**src/m3irs_pkg.sv**
```systemverilog
// ============================================================================
// m3irs_pkg - shared types and constants of the median-3 IR range sampler
// Field widths, block length, divider sizing and configuration register codes.
// ============================================================================
package m3irs_pkg;

    localparam int BLOCK_LEN = 64;
    localparam int FILL_W    = $clog2(BLOCK_LEN + 1);

    localparam int SAMPLE_W  = 12;
    localparam int DIST_W    = 16;
    localparam int SLOT_W    = 6;
    localparam int SCALE_W   = 20;

    localparam int DIV_STEPS = SCALE_W;
    localparam int CNT_W     = $clog2(DIV_STEPS);

    localparam int CFG_W     = 20;
    localparam int CFG_IDX_W = 2;

    localparam logic [CFG_IDX_W-1:0] REG_NEAR_THRESHOLD  = 2'd0;
    localparam logic [CFG_IDX_W-1:0] REG_FAR_DISTANCE    = 2'd1;
    localparam logic [CFG_IDX_W-1:0] REG_SCALE_NUMERATOR = 2'd2;
    localparam logic [CFG_IDX_W-1:0] REG_SAMPLE_OFFSET   = 2'd3;

    localparam logic [SAMPLE_W-1:0] RST_NEAR_THRESHOLD  = 12'd494;
    localparam logic [DIST_W-1:0]   RST_FAR_DISTANCE    = 16'd799;
    localparam logic [SCALE_W-1:0]  RST_SCALE_NUMERATOR = 20'd268130;
    localparam logic [SAMPLE_W-1:0] RST_SAMPLE_OFFSET   = 12'd159;

endpackage

```
**src/m3irs_in_if.sv**
```systemverilog
// ============================================================================
// m3irs_in_if - sample channel
// Valid/ready channel that carries one sample or release request per transfer.
// ============================================================================
interface m3irs_in_if;
    logic                              valid;
    logic                              ready;
    logic                              req_type;
    logic [m3irs_pkg::SAMPLE_W-1:0]    sample;

    modport source (output valid, output req_type, output sample, input ready);
    modport sink   (input valid, input req_type, input sample, output ready);
endinterface

```
**src/m3irs_out_if.sv**
```systemverilog
// ============================================================================
// m3irs_out_if - distance channel
// Valid/ready channel that carries one converted distance per transfer.
// ============================================================================
interface m3irs_out_if;
    logic                              valid;
    logic                              ready;
    logic [m3irs_pkg::DIST_W-1:0]      distance;
    logic [m3irs_pkg::SLOT_W-1:0]      slot;
    logic                              last_of_block;

    modport source (output valid, output distance, output slot, output last_of_block,
                    input ready);
    modport sink   (input valid, input distance, input slot, input last_of_block,
                    output ready);
endinterface

```
**src/median3_ir_range_sampler.sv**
```systemverilog
// ============================================================================
// median3_ir_range_sampler - median-3 filter with reciprocal distance mapping
// Keeps a two-sample history, takes the median of three and converts it to a
// distance with a bit-serial restoring divider.
// ============================================================================
// A sample that yields a result is taken with its median formed, the
// thresholds are checked, the restoring divider runs 20 steps (one quotient
// bit per cycle, set by the 20-bit scale numerator), the quotient is
// saturated and the output register loaded. A far-distance fallback skips
// the divider and the saturation. A release, or a sample after the block is
// full, leaves the block idle and yields no result. The output register
// holds a finished distance while the next sample is taken, so a slow
// consumer only stalls the block once a second result is ready.
// Configuration writes are meant for idle time.
module median3_ir_range_sampler (
    input  logic                               i_clk,
    input  logic                               i_rst_n,
    m3irs_in_if.sink                           i_smp,
    m3irs_out_if.source                        o_res,
    input  logic                               i_cfg_we,
    input  logic [m3irs_pkg::CFG_IDX_W-1:0]    i_cfg_idx,
    input  logic [m3irs_pkg::CFG_W-1:0]        i_cfg_data
);

    localparam logic [1:0] ST_IDLE = 2'd0;
    localparam logic [1:0] ST_PREP = 2'd1;
    localparam logic [1:0] ST_DIV  = 2'd2;
    localparam logic [1:0] ST_DONE = 2'd3;

    localparam int SW = m3irs_pkg::SAMPLE_W;
    localparam int QW = m3irs_pkg::SCALE_W;
    localparam int DW = m3irs_pkg::DIST_W;
    localparam int FW = m3irs_pkg::FILL_W;
    localparam logic [FW-1:0] BLOCK_END = FW'(m3irs_pkg::BLOCK_LEN);
    localparam logic [m3irs_pkg::CNT_W-1:0] LAST_STEP =
        m3irs_pkg::CNT_W'(m3irs_pkg::DIV_STEPS - 1);

    logic [1:0]               r_state;
    logic                     r_sat;

    logic [SW-1:0]            r_thr;
    logic [DW-1:0]            r_far;
    logic [QW-1:0]            r_scale;
    logic [SW-1:0]            r_off;

    logic [SW-1:0]            r_new;
    logic [SW-1:0]            r_old;
    logic [FW-1:0]            r_fill;

    logic [SW-1:0]            r_med;
    logic [m3irs_pkg::SLOT_W-1:0] r_slot;
    logic                     r_last;

    logic [SW-1:0]            r_div;
    logic [SW-1:0]            r_rem;
    logic [QW-1:0]            r_quo;
    logic [m3irs_pkg::CNT_W-1:0] r_cnt;
    logic [DW-1:0]            r_dist;

    logic                     r_ovalid;
    logic [DW-1:0]            r_odist;
    logic [m3irs_pkg::SLOT_W-1:0] r_oslot;
    logic                     r_olast;

    logic                     w_acc;
    logic [SW-1:0]            w_med;
    logic [SW:0]              w_trial;
    logic                     w_ge;
    logic                     w_oload;

    assign i_smp.ready = (r_state == ST_IDLE);
    assign w_acc       = i_smp.valid && i_smp.ready;

    // Median of the incoming sample and the two held ones
    always_comb begin
        if (i_smp.sample > r_new) begin
            if (r_new > r_old) begin
                w_med = r_new;
            end else begin
                w_med = (i_smp.sample > r_old) ? r_old : i_smp.sample;
            end
        end else begin
            if (r_old > r_new) begin
                w_med = r_new;
            end else begin
                w_med = (i_smp.sample > r_old) ? i_smp.sample : r_old;
            end
        end
    end

    // One restoring divide step: bring down the next numerator bit
    assign w_trial = {r_rem, r_quo[QW-1]};
    assign w_ge    = (w_trial >= {1'b0, r_div});

    assign w_oload = (r_state == ST_DONE) && (!r_ovalid || o_res.ready);

    // Configuration registers
    always_ff @(posedge i_clk) begin
        if (!i_rst_n) begin
            r_thr   <= m3irs_pkg::RST_NEAR_THRESHOLD;
            r_far   <= m3irs_pkg::RST_FAR_DISTANCE;
            r_scale <= m3irs_pkg::RST_SCALE_NUMERATOR;
            r_off   <= m3irs_pkg::RST_SAMPLE_OFFSET;
        end else if (i_cfg_we) begin
            unique case (i_cfg_idx)
                m3irs_pkg::REG_NEAR_THRESHOLD:  r_thr   <= i_cfg_data[SW-1:0];
                m3irs_pkg::REG_FAR_DISTANCE:    r_far   <= i_cfg_data[DW-1:0];
                m3irs_pkg::REG_SCALE_NUMERATOR: r_scale <= i_cfg_data[QW-1:0];
                m3irs_pkg::REG_SAMPLE_OFFSET:   r_off   <= i_cfg_data[SW-1:0];
                default: ;
            endcase
        end
    end

    // Control: history, fill count and sequencer
    always_ff @(posedge i_clk) begin
        if (!i_rst_n) begin
            r_state <= ST_IDLE;
            r_new   <= '0;
            r_old   <= '0;
            r_fill  <= '0;
            r_cnt   <= '0;
            r_sat   <= 1'b0;
        end else begin
            unique case (r_state)
                ST_IDLE: begin
                    if (w_acc) begin
                        if (i_smp.req_type) begin
                            r_fill <= '0;
                        end else begin
                            r_old <= r_new;
                            r_new <= i_smp.sample;
                            if (r_fill < BLOCK_END) begin
                                r_fill  <= r_fill + 1'b1;
                                r_state <= ST_PREP;
                            end
                        end
                    end
                end
                ST_PREP: begin
                    r_cnt <= '0;
                    if ((r_med < r_thr) || (r_med <= r_off)) begin
                        r_sat   <= 1'b0;
                        r_state <= ST_DONE;
                    end else begin
                        r_state <= ST_DIV;
                    end
                end
                ST_DIV: begin
                    r_cnt <= r_cnt + 1'b1;
                    if (r_cnt == LAST_STEP) begin
                        r_sat   <= 1'b1;
                        r_state <= ST_DONE;
                    end
                end
                ST_DONE: begin
                    r_sat <= 1'b0;
                    if (w_oload && !r_sat) begin
                        r_state <= ST_IDLE;
                    end
                end
                default: r_state <= ST_IDLE;
            endcase
        end
    end

    // Datapath: median capture, divider, saturation
    always_ff @(posedge i_clk) begin
        if (w_acc && !i_smp.req_type) begin
            r_med  <= w_med;
            r_slot <= m3irs_pkg::SLOT_W'(r_fill);
            r_last <= (r_fill == BLOCK_END - 1'b1);
        end
        if (r_state == ST_PREP) begin
            r_dist <= r_far;
            r_quo  <= r_scale;
            r_rem  <= '0;
            r_div  <= r_med - r_off;
        end
        if (r_state == ST_DIV) begin
            r_rem <= w_ge ? SW'(w_trial - {1'b0, r_div}) : w_trial[SW-1:0];
            r_quo <= {r_quo[QW-2:0], w_ge};
        end
        // Saturate the quotient in the cycle after the last divide step
        if (r_state == ST_DONE && r_sat) begin
            r_dist <= (|r_quo[QW-1:DW]) ? '1 : r_quo[DW-1:0];
        end
    end

    // Output register: hold a result until the sink takes the transfer
    always_ff @(posedge i_clk) begin
        if (!i_rst_n) begin
            r_ovalid <= 1'b0;
        end else if (w_oload && !r_sat) begin
            r_ovalid <= 1'b1;
        end else if (o_res.ready) begin
            r_ovalid <= 1'b0;
        end
    end

    always_ff @(posedge i_clk) begin
        if (w_oload && !r_sat) begin
            r_odist <= r_dist;
            r_oslot <= r_slot;
            r_olast <= r_last;
        end
    end

    assign o_res.valid         = r_ovalid;
    assign o_res.distance      = r_odist;
    assign o_res.slot          = r_oslot;
    assign o_res.last_of_block = r_olast;

endmodule

```
**src/flat_wrapper.sv**
```systemverilog
// flat-port wrapper written by rule: the top's interface ports become plain ports
module median3_ir_range_sampler_flat 
  (i_clk, i_rst_n, i_cfg_we, i_cfg_idx, i_cfg_data, i_smp_valid, i_smp_req_type, i_smp_sample, i_smp_ready, o_res_valid, o_res_distance, o_res_slot, o_res_last_of_block, o_res_ready);
  m3irs_in_if i_smp_i ();
  m3irs_out_if o_res_i ();
  input  logic i_clk;
  input  logic i_rst_n;
  input  logic i_cfg_we;
  input  logic [m3irs_pkg::CFG_IDX_W-1:0] i_cfg_idx;
  input  logic [m3irs_pkg::CFG_W-1:0] i_cfg_data;
  input wire logic [$bits(i_smp_i.valid)-1:0] i_smp_valid;
  input wire logic [$bits(i_smp_i.req_type)-1:0] i_smp_req_type;
  input wire logic [$bits(i_smp_i.sample)-1:0] i_smp_sample;
  output wire logic [$bits(i_smp_i.ready)-1:0] i_smp_ready;
  output wire logic [$bits(o_res_i.valid)-1:0] o_res_valid;
  output wire logic [$bits(o_res_i.distance)-1:0] o_res_distance;
  output wire logic [$bits(o_res_i.slot)-1:0] o_res_slot;
  output wire logic [$bits(o_res_i.last_of_block)-1:0] o_res_last_of_block;
  input wire logic [$bits(o_res_i.ready)-1:0] o_res_ready;
  assign i_smp_i.valid = i_smp_valid;
  assign i_smp_i.req_type = i_smp_req_type;
  assign i_smp_i.sample = i_smp_sample;
  assign i_smp_ready = i_smp_i.ready;
  assign o_res_valid = o_res_i.valid;
  assign o_res_distance = o_res_i.distance;
  assign o_res_slot = o_res_i.slot;
  assign o_res_last_of_block = o_res_i.last_of_block;
  assign o_res_i.ready = o_res_ready;
  median3_ir_range_sampler u_core (.i_clk(i_clk), .i_rst_n(i_rst_n), .i_smp(i_smp_i), .o_res(o_res_i), .i_cfg_we(i_cfg_we), .i_cfg_idx(i_cfg_idx), .i_cfg_data(i_cfg_data));
endmodule
```
**config.mk**
```make
export PLATFORM = sky130hd
export DESIGN_NAME = median3_ir_range_sampler_flat
export DESIGN_NICKNAME = d
export VERILOG_FILES = /design/src/m3irs_pkg.sv /design/src/m3irs_in_if.sv /design/src/m3irs_out_if.sv /design/src/median3_ir_range_sampler.sv /design/src/flat_wrapper.sv
export SDC_FILE = /design/constraint.sdc
export NUM_CORES = 1
export LEC_CHECK = 0
export ABC_AREA = 1
export ABC_CLOCK_PERIOD_IN_PS = 2500
export BUFFER_PORTS_ARGS = -buffer_cell sky130_fd_sc_hd__buf_2
export CAP_MARGIN = 20
export CORE_UTILIZATION = 35
export DETAILED_ROUTE_END_ITERATION = 8
export GPL_ROUTABILITY_DRIVEN = 0
export HOLD_SLACK_MARGIN = 0.08
export PLACE_DENSITY = 0.55
export SETUP_SLACK_MARGIN = 0.02
export SYNTH_ARGS = -nofsm -noshare
export SYNTH_HDL_FRONTEND = slang
export SYNTH_SLANG_ARGS = --single-unit
```
**constraint.sdc**
```tcl
create_clock -name i_clk -period 2.5 [get_ports i_clk]
set_clock_uncertainty 0.2 [all_clocks]
set_input_delay 0.125 -clock i_clk [delete_from_list [all_inputs] [get_ports i_clk]]
set_output_delay 0.125 -clock i_clk [all_outputs]
set_load 0.03 [all_outputs]
```
[Word level (Yosys, flattened, before mapping)]
Cells that the tools add are included.
Operators by class
  reductions and logical operators: 26
  mux-type cells: 28
  add/sub/neg operators: 4
  order comparisons: 8
  bitwise operators: 1
  equality and inequality tests: 14
Operators with widths (number)
  two-way mux 12 bit: 8
  > comparator 12 bit: 4
  two-way mux 16 bit: 3
  two-way mux 20 bit: 2
  subtractor 12 bit: 2
  two-way mux 7 bit: 2
  greater-or-equal comparator 13 x 12 -> 1 bit: 1
  less-or-equal comparator 12 bit: 1
  less-than comparator 12 bit: 1
  two-way mux 2 bit: 5
  case mux 5 bit (2 select lines): 1
  AND reduction 3 bit: 3
  equality test 2 bit (second input constant): 4
  != test 2 bit (second input constant): 4
  case mux 2 bit (4 select lines): 1
  AND reduction 2 bit: 4
  nonzero test 2 bit: 4
  adder 7 x 1 -> 7 bit (second input constant): 1
  equality test 7 x 6 -> 1 bit (second input constant): 1
  less-than comparator 7 bit (second input constant): 1
  adder 5 x 1 -> 5 bit (second input constant): 1
  equality test 5 bit (second input constant): 1
  logical AND 1 bit: 5
  two-way mux 1 bit: 5
  other kinds (10): 16
Word-level totals
  flip-flop bits (word level): 202
  output and inout port bits: 25
  bits of input ports: 40
  logic and storage cells: 102

[Depth between registers and ports, before layout]
Gate-level depths: netlist of the first run.
  depth in word-level cells: 6
  gate-level depth with buffers: 14
  gate-level depth less buffers: 13

[Least setup slack after synthesis of the first run]
Ideal clock, no wire load.
  path kind: register to register
  start point: register u_core.r_state[1]
  end point: register u_core.r_last (enable)
  arrival: 1.896 ns
  data required time: 1.909 ns
  clock period less this slack: 2.486 ns
  cell stages (with the launch flop): 6
  buffers on the path: 1
  slack: 0.014 ns
  library setup time: 0.391 ns
  cell sequence: dfxtp_1 > inv_1 > ha_1 > nand2_1 > nor2_2 > clkbuf_1
On the way
  word-level cells in the longest chain between the ends: 3
RTL lines
  start, declared: line median3_ir_range_sampler.sv:38  | logic [1:0] r_state;
  start signal, assigned: line median3_ir_range_sampler.sv:118  | r_state <= ST_IDLE;
  start signal, assigned: line median3_ir_range_sampler.sv:135  | r_state <= ST_PREP;
  start signal, assigned: line median3_ir_range_sampler.sv:144  | r_state <= ST_DONE;
  zero test 2 bit: line median3_ir_range_sampler.sv:71  | assign i_smp.ready = (r_state == ST_IDLE);
  named net i_smp_ready: line flat_wrapper.sv:14  | output wire logic [$bits(i_smp_i.ready)-1:0] i_smp_ready;
  logical AND 1 bit: line median3_ir_range_sampler.sv:72  | assign w_acc = i_smp.valid && i_smp.ready;
  logical AND 1 bit: line median3_ir_range_sampler.sv:169  | if (w_acc && !i_smp.req_type) begin
  end signal, assigned: line median3_ir_range_sampler.sv:172  | r_last <= (r_fill == BLOCK_END - 1'b1);
  end, declared: line median3_ir_range_sampler.sv:52  | logic r_last;
The timed path passes the listed nets, and every way through them passes these cells.
A chain may end at the register's enable or synchronous reset.

[Worst setup path in the final report of the first run]
  start point: register u_core.r_new[7]
  end point: register u_core.r_med[5] (data pin)
On the way
  word-level cells in the longest chain between the ends: 3
  elaborated cells on any way between the ends: 6
  classes of those cells: 3 x order compare; 3 x mux
RTL lines
  start, declared: line median3_ir_range_sampler.sv:46  | logic [SW-1:0] r_new;
  start signal, assigned: line median3_ir_range_sampler.sv:132  | r_new <= i_smp.sample;
  > comparator 12 bit (on tied branches): line median3_ir_range_sampler.sv:83, median3_ir_range_sampler.sv:77
  two-way mux 12 bit (on tied branches): line median3_ir_range_sampler.sv:83, median3_ir_range_sampler.sv:77
  two-way mux 12 bit *: line median3_ir_range_sampler.sv:76  | if (i_smp.sample > r_new) begin
  named net u_core.w_med[5]: line median3_ir_range_sampler.sv:66  | logic [SW-1:0] w_med;
  end signal, assigned: line median3_ir_range_sampler.sv:170  | r_med <= w_med;
  end, declared: line median3_ir_range_sampler.sv:50  | logic [SW-1:0] r_med;
The timed path passes the listed nets; every way through them passes the cells marked *.

==> results of run 1 <==
==> what timing repair did <==
| item | in CTS | in global routing |
|---|---|---|
| endpoints found under the setup margin | 0 | 20 |
| resized for setup | 0 | 9 |
| buffers inserted | 0 | 1 |
| hold buffers | 51 | 0 |
| hold endpoints to repair | 118 | 0 |
==> logic make-up after synthesis <==
kind of cell,after synthesis,share of synthesized area (%)
xor+xnor,18,1.51
buf+inv,181,6.99
compound gates,221,11.3
fa+ha+maj,79,9.62
flops,202,48.5
simple gates,541,22.0
==> metrics by stage <==
step / hold WS (ns) / setup TNS, ns / cell area (um^2)
final: 0.182 / 0 / 12600
after global routing: 0.187 / -0.0222 / 12600
after CTS: 0.161 / 0 / 12600
after detailed placement: 0.166 / 0 / 11200
after global placement: 0.157 / 0 / 11200
after floorplan: 0.0513 / 0 / 10400
==> cell usage after synthesis <==
master    number
buf_2         12
a31oi_1        7
a221oi_1       1
inv_1        134
a21oi_1       80
fa_1           2
nand4_2        1
nand3_2        3
nand4_1       13
nor4_1         2
a21o_1         5
nand3_1       96
nor2_1       110
clkbuf_1      28
o21ai_2        1
edfxtp_1     102
o211a_1        1
a21boi_0       1
nor3_1         8
nor3_2         4
a211oi_1       1
xnor2_1        9
clkbuf_2       1
ha_1          77
buf_6          4
nand2_2        3
o21ai_1        5
nor2_2         1
or4_1          1
inv_2          1
nor3b_1        4
nand3b_1       4
o211ai_1       8
dfxtp_1      100
o21ai_0      105
and3_1         1
xor2_1         9
nand2_1      290
a21oi_2        2
buf_4          1
o21a_1         4
==> final timing paths <==
check | end | slack (ns) | cells past startpoint
worst min register to register | u_core.o_res.distance[13] | 0.22 | 0
worst min-delay path | u_core.r_far[13] | 0.18 | 4
worst max-delay path | u_core.r_med[5] | 0.15 | 10
worst max register to register | u_core.r_med[5] | 0.15 | 10
==> power by group <==
group	internal, uW	switching, uW
logic	1860	3430
clock network	2290	1430
registers	4540	376
total	8690	5230
==> state kept, by name, summed over array words and instances (netlist names), 7 cells and up <==
register               cells
u_core.o_res.distance     16
u_core.r_dist             16
u_core.r_div              12
u_core.r_far              16
u_core.r_fill              7
u_core.r_med              12
u_core.r_new              12
u_core.r_off              12
u_core.r_old              12
u_core.r_quo              20
u_core.r_rem              12
u_core.r_scale            20
u_core.r_thr              12
==> worst max-delay path, delay by kind of cell (launching register included) <==
| family | cells | cell delay [ns] |
|---|---|---|
| DFF | 1 | 0.36 |
| and+or+nand+nor | 6 | 0.59 |
| AOI/OAI and AO/OA | 1 | 0.28 |
| adders and majority gates | 1 | 0.31 |
| buffers and inverters | 2 | 0.48 |
==> per-layer routing <==
layer | wire, um | vias to the layer above
li1 | - | 4395
met2 | 12300 | 156
met1 | 12200 | 3922
met5 | 0 | -
met3 | 979 | 36
met4 | 497 | 0
==> final cells by class <==
| class | instances | area, um^2 | share of cell area, % |
|---|---|---|---|
| clock buffers | 28 | 616 | 4.89 |
| clock inverters | 16 | 226 | 1.80 |
| inverters | 135 | 507 | 4.03 |
| multi-input cells | 859 | 4660 | 37.0 |
| flip-flops and latches | 202 | 5070 | 40.3 |
| well taps | 384 | 480 | 3.82 |
| repair buffers | 139 | 1030 | 8.19 |
==> layout by cell type, fill, tap and decap left out, types with 5 or more instances in the layout <==
master,n
nand2_1,289
inv_1,134
nor2_1,109
o21ai_0,104
edfxtp_1,102
dfxtp_1,97
nand3_1,96
a21oi_1,80
ha_1,77
buf_2,64
dlygate4sd3_1,51
clkbuf_16,24
buf_4,22
nand4_1,13
xor2_1,9
xnor2_1,9
nor3_1,8
o211ai_1,8
a31oi_1,7
o21ai_1,5
a21o_1,5
bufinv_16,5
==> flow_metrics.env, run 1 <==
export IMPL_cap_violations=0
export IMPL_cts_clk_slew_worst_paths_ns=0.06
export IMPL_synthCells=1242
export IMPL_synth_top_area_share_pct=29.4
export IMPL_grt_util_met3_pct=2.18
export IMPL_cp_end_kind="flop"
export IMPL_syn_nets=1361
export IMPL_setup_viol=0
export IMPL_status="completed"
export IMPL_cts_root_buf="clkbuf_16"
export IMPL_clockBufferDepth=3
export IMPL_rows=62
export IMPL_num_vias=8509
export IMPL_yosys_warnings=0
export IMPL_die_height_um=175
export IMPL_fin_nets=1480
export IMPL_worstSetupStartpoint="u_core.r_new[7]"
export IMPL_cp_max_fo=12
export IMPL_met2_usage_pct=29.1
export IMPL_yosys_top_cells_area="edfxtp_1 29%, dfxtp_1 19%, nand2_1 10%, ha_1 9.2%, o21ai_0 5.0%"
export IMPL_critical_path_required_ns=2.69
export IMPL_p_leak_uw=0.00564
export IMPL_io_buffers=64
export IMPL_netlist_area_um2=10400
export IMPL_max_freq_mhz=426
export IMPL_n_antenna_cell=0
export IMPL_yosysTopAreaCell="edfxtp_1"
export IMPL_vdd_drop_max_v=0.000546
export IMPL_grt_pass1_wl_mm=42.6
export IMPL_start_util_pct=36.0
export IMPL_antenna_found_initial=0
export IMPL_grt_max_degree=59
export IMPL_post_route_drc_count=0
export IMPL_cp_common_cell="nand2_1"
export IMPL_grt_overflow=0
export IMPL_fin_cells=1763
export IMPL_p_total_uw=13900
export IMPL_wire_per_inst_um=14.7
export IMPL_hp_start="i_cfg_data[13]"
export IMPL_design_portCount=65
export IMPL_crit_path_top_delay_cell="inv_1"
export IMPL_arrival_ns=2.54
export IMPL_worstMarginPinSlew_ns=0.688
export IMPL_htreeDepth=1
export IMPL_die_w_um=175
export IMPL_rsz0062_at_grt="yes"
export IMPL_ys_ff_latch=202
export IMPL_final_min_clock_period_ns=2.35
export IMPL_dpl_cell_count=1667
export IMPL_p_per_area_nw_per_um2=1110
export IMPL_synth_cell_types=41
export IMPL_hp_class="input port to flop"
export IMPL_track_usage_pct=17.2
export IMPL_use_met1_pct=23.0
export IMPL_first_global_vias=8150
export IMPL_cp_start_kind="flop"
export IMPL_syn_area_per_cell_um2=8.40
export IMPL_slew_violations=0
export IMPL_drive_above_1_share_pct=10.7
export IMPL_syn2layout_area_growth_pct=20.6
export IMPL_cpPeakStageDelay_ns=0.37
export IMPL_antenna_left=0
export IMPL_coreArea_um2=29000
export IMPL_numCtsBuffers=24
export IMPL_timing_final_ws_setup_ns=0.153
export IMPL_clkLatencyLatePin_ns=0.53
export IMPL_cts_sinks=202
export IMPL_pre_cts_ws_ns=0.0437
export IMPL_path_cells="inv_1 -> ha_1 -> nand2_1 -> o21ai_0 -> nand2_1 -> nand3_1 -> nand2_1 -> inv_1 -> nand3_1 -> nand2_1"
export IMPL_cts_tree="built"
export IMPL_drt_initial_drc_count=507
export IMPL_min_period_over_period_pct=93.9
export IMPL_worstSetupPathType="flop to flop"
export IMPL_dieArea_um2=30500
export IMPL_r2r_start="u_core.r_new[7]"
export IMPL_busiest_layer="met2"
export IMPL_first_pass_iters=5
export IMPL_nFillCells=2916
export IMPL_final_hold_violation_count=0
export IMPL_post_route_util_pct=43.4
export IMPL_maxSlewHeadroom_pct=54.1
export IMPL_drt_total_wl_mm=26.0
export IMPL_place_hpwl_mm=18.0
export IMPL_viasPerCell=4.83
export IMPL_ys_seq_area_share_pct=48.5
Note: power is estimated with default switching activity, not from simulation.
==> run 2, diff against run 1 <==
--- a/config.mk
+++ b/config.mk
@@ -5,7 +5,6 @@
 export SDC_FILE = /design/constraint.sdc
 export NUM_CORES = 1
 export LEC_CHECK = 0
-export ABC_AREA = 1
 export ABC_CLOCK_PERIOD_IN_PS = 2500
 export BUFFER_PORTS_ARGS = -buffer_cell sky130_fd_sc_hd__buf_2
 export CAP_MARGIN = 20
==> run 2 against run 1 <==
The run now ends with negative setup slack left. Largest power group unchanged. Register-to-register slack got worse by 0.39 ns. Sequential share of layout area decreased by 2.4 points. Maximum frequency decreased by 14%. Critical endpoint is now u_core.r_med[8]. Synthesized cell count decreased by 22%. Critical path type unchanged. First-iteration DRC count decreased by 28%. Sequential power decreased by 3%.
==> flow_metrics.env, run 2 <==
export IMPL_yosysTopAreaCell="edfxtp_1"
export IMPL_crit_path_top_delay_cell="a2111o_1"
export IMPL_antenna_left=0
export IMPL_antenna_found_initial=0
export IMPL_coreArea_um2=27900
export IMPL_first_global_vias=7313
export IMPL_drive_above_1_share_pct=28.8
export IMPL_netlist_area_um2=9990
export IMPL_ys_flop_type="edfxtp_1"
export IMPL_p_clk_share_pct=24.4
export IMPL_reg_top3="u_core.r_quo x20, u_core.r_scale x20"
export IMPL_switching_share_pct=33.8
export IMPL_track_usage_pct=16.4
export IMPL_synthCells=972
export IMPL_drt_total_wl_mm=24.3
export IMPL_start_util_pct=35.8
export IMPL_cts_root_buf="clkbuf_16"
export IMPL_fin_nets=1310
export IMPL_hp_class="flop to flop"
export IMPL_timing_final_ws_setup_ns=-0.234
export IMPL_cp_end_kind="flop"
export IMPL_final_cell_mix="179 x nand2_1, 106 x buf_4, 102 x edfxtp_1"
export IMPL_clkLatencyLatePin_ns=0.52
export IMPL_grt_max_degree=43
export IMPL_p_leak_uw=0.00529
export IMPL_maxSlewHeadroom_pct=54.9
export IMPL_critical_path_required_ns=2.56
export IMPL_fin_setup_tns_ns=-2.84
export IMPL_setup_viol=16
export IMPL_multi_input_area_um2=4960
export IMPL_grt_overflow=0
export IMPL_cts_tree="built"
export IMPL_post_route_drc_count=0
export IMPL_max_freq_mhz=366
export IMPL_worstSetupPathType="flop to flop"
export IMPL_p_seq_share_pct=33.9
export IMPL_vdd_drop_max_v=0.000613
export IMPL_cpPeakStageDelay_ns=0.42
export IMPL_min_period_over_period_pct=109
export IMPL_clockBufferDepth=3
export IMPL_n_antenna_cell=0
export IMPL_p_per_area_nw_per_um2=1050
export IMPL_die_w_um=171
export IMPL_path_buf_inv=3
export IMPL_ys_ff_latch=202
export IMPL_synth_cell_types=70
export IMPL_final_min_clock_period_ns=2.73
export IMPL_synth_edff_count=102
export IMPL_p_total_uw=14100
export IMPL_nFillCells=2656
export IMPL_status="complete, but fails checks"
export IMPL_seq_area_um2=5080
export IMPL_internal_power_uw=9310
export IMPL_num_vias=7769
export IMPL_rsz0062_at_grt="yes"
export IMPL_cp_start_kind="flop"
export IMPL_cp_max_fo=12
export IMPL_io_buffers=64
export IMPL_syn2layout_area_growth_pct=34.3
export IMPL_synth_top_area_share_pct=30.6
export IMPL_slew_violations=0
export IMPL_yosys_top_cells_area="edfxtp_1 31%, dfxtp_1 20%, ha_1 9.6%, nand2_1 6.8%, a21boi_0 4.4%"
export IMPL_die_height_um=171
export IMPL_worstMarginPinSlew_ns=0.676
export IMPL_critPathTopFamily="compound AO/OA/AOI/OAI gates"
export IMPL_syn_area_per_cell_um2=10.3
export IMPL_violations="negative setup slack"
export IMPL_pwr_share_comb_pct=41.7
export IMPL_htreeDepth=1
export IMPL_cap_violations=0
export IMPL_wire_per_inst_um=15.3
export IMPL_synth_most_common_cell="nand2_1"
export IMPL_layout_commonest_cell="nand2_1"
export IMPL_synthTopCellsByCount="181 x nand2_1, 102 x edfxtp_1, 100 x dfxtp_1"
export IMPL_async_reset_ff_share_pct=0
export IMPL_cts_clk_slew_worst_paths_ns=0.06
export IMPL_yosys_warnings=0
export IMPL_numCtsBuffers=23
export IMPL_path_cells="inv_2 -> ha_4 -> a21o_1 -> a221o_1 -> a2111o_1 -> buf_4 -> a21bo_4 -> mux2i_4 -> buf_12 -> a222oi_1"
export IMPL_syn_nets=1091
export IMPL_arrival_ns=2.79
export IMPL_dieArea_um2=29200
export IMPL_r2r_setup_slack_ns=-0.23
export IMPL_design_portCount=65
export IMPL_ys_seq_area_share_pct=50.7
export IMPL_p_switching_uw=4750
export IMPL_place_hpwl_mm=16.6
export IMPL_cts_sinks=202
export IMPL_drt_initial_drc_count=367
export IMPL_final_hold_violation_count=0
export IMPL_first_pass_iters=5
export IMPL_viasPerCell=4.90
export IMPL_rows=61
export IMPL_grt_pass1_wl_mm=38.0
-- run 2: cell count changes in the layout (fill, tap and decap cells not counted), moves of 18 or more --
cell      before  now
buf_4         22  106
mux2_2         0   19
a21boi_0       1   58
nand2_1      289  179
inv_1        134   74
o21ai_0      104    9
a21oi_1       80   24
nor2_1       109   22
ha_1          77   59
nand3_1       96   29
-- run 2: power groups by stage --
| stage | Clock [uW] | Combinational (uW) | Sequential (uW) |
|---|---|---|---|
| after floorplan | 0 | 3130 | 4730 |
| final | 3430 | 5870 | 4770 |
| after global routing | 3660 | 6400 | 4830 |
| after global placement | 0 | 4800 | 4790 |
| after detailed placement | 0 | 4830 | 4810 |
| after CTS | 3530 | 5190 | 4750 |
-- run 2: stage by stage --
stage	utilization [%]	cells	setup slack (ns)	instance area (um^2)	hold WS [ns]
3_3_place_gp	41.3	1475	-0.157	11500	0.166
5_1_grt	48.1	1586	-0.329	13400	0.225
3_5_place_dp	41.3	1475	-0.256	11500	0.177
2_1_floorplan	-	972	-0.0753	10100	0.0490
4_1_cts	46.6	1572	-0.230	13000	0.195
6_report	48.1	1586	-0.234	13400	0.216
-- run 2: repair_timing --
item / 4_1_cts / 5_1_grt
pin swaps: 30 / 32
gates cloned: 0 / 2
resized for setup: 31 / 59
setup endpoints to repair: 21 / 31
setup buffers: 10 / 12
endpoints found under the hold margin: 112 / 0
hold buffers: 46 / 0
-- run 2: cell type report --
cell class | instances | share of cell area (%)
sequential | 202 | 37.9
timing repair buffer | 231 | 13.4
clock buffer | 28 | 4.66
clock inverter | 14 | 1.18
inverter | 85 | 2.39
multi-input combinational | 648 | 36.9
tap | 378 | 3.52
-- run 2: metal layers --
layer	up-vias	global-route usage, %	part of all wire, %
met4	0	4.11	2.2
met2	149	27.3	47
met1	3677	22.1	47
met3	38	2.71	3.9
li1	3905	-	-
met5	-	0	0
-- run 2: logic make-up (layout without fill, tap and decap cells) --
group / count (synthesis) / after routing / share of synthesized area [%]
compound gates: 212 / 212 / 15.6
xor+xnor: 22 / 22 / 1.93
fa+ha+maj: 79 / 79 / 10.0
buf+inv: 122 / 358 / 4.78
flops: 202 / 202 / 50.7
mux: 22 / 22 / 2.69
simple gates: 313 / 313 / 14.3
-- run 2: path summary, 6_finish.rpt --
kind	cells past startpoint	from	endpoint
worst min-delay path	0	u_core.r_dist[10]	u_core.o_res.distance[10]
worst min register to register	0	u_core.r_dist[10]	u_core.o_res.distance[10]
worst max-delay path	10	u_core.r_old[5]	u_core.r_med[8]
worst max register to register	10	u_core.r_old[5]	u_core.r_med[8]
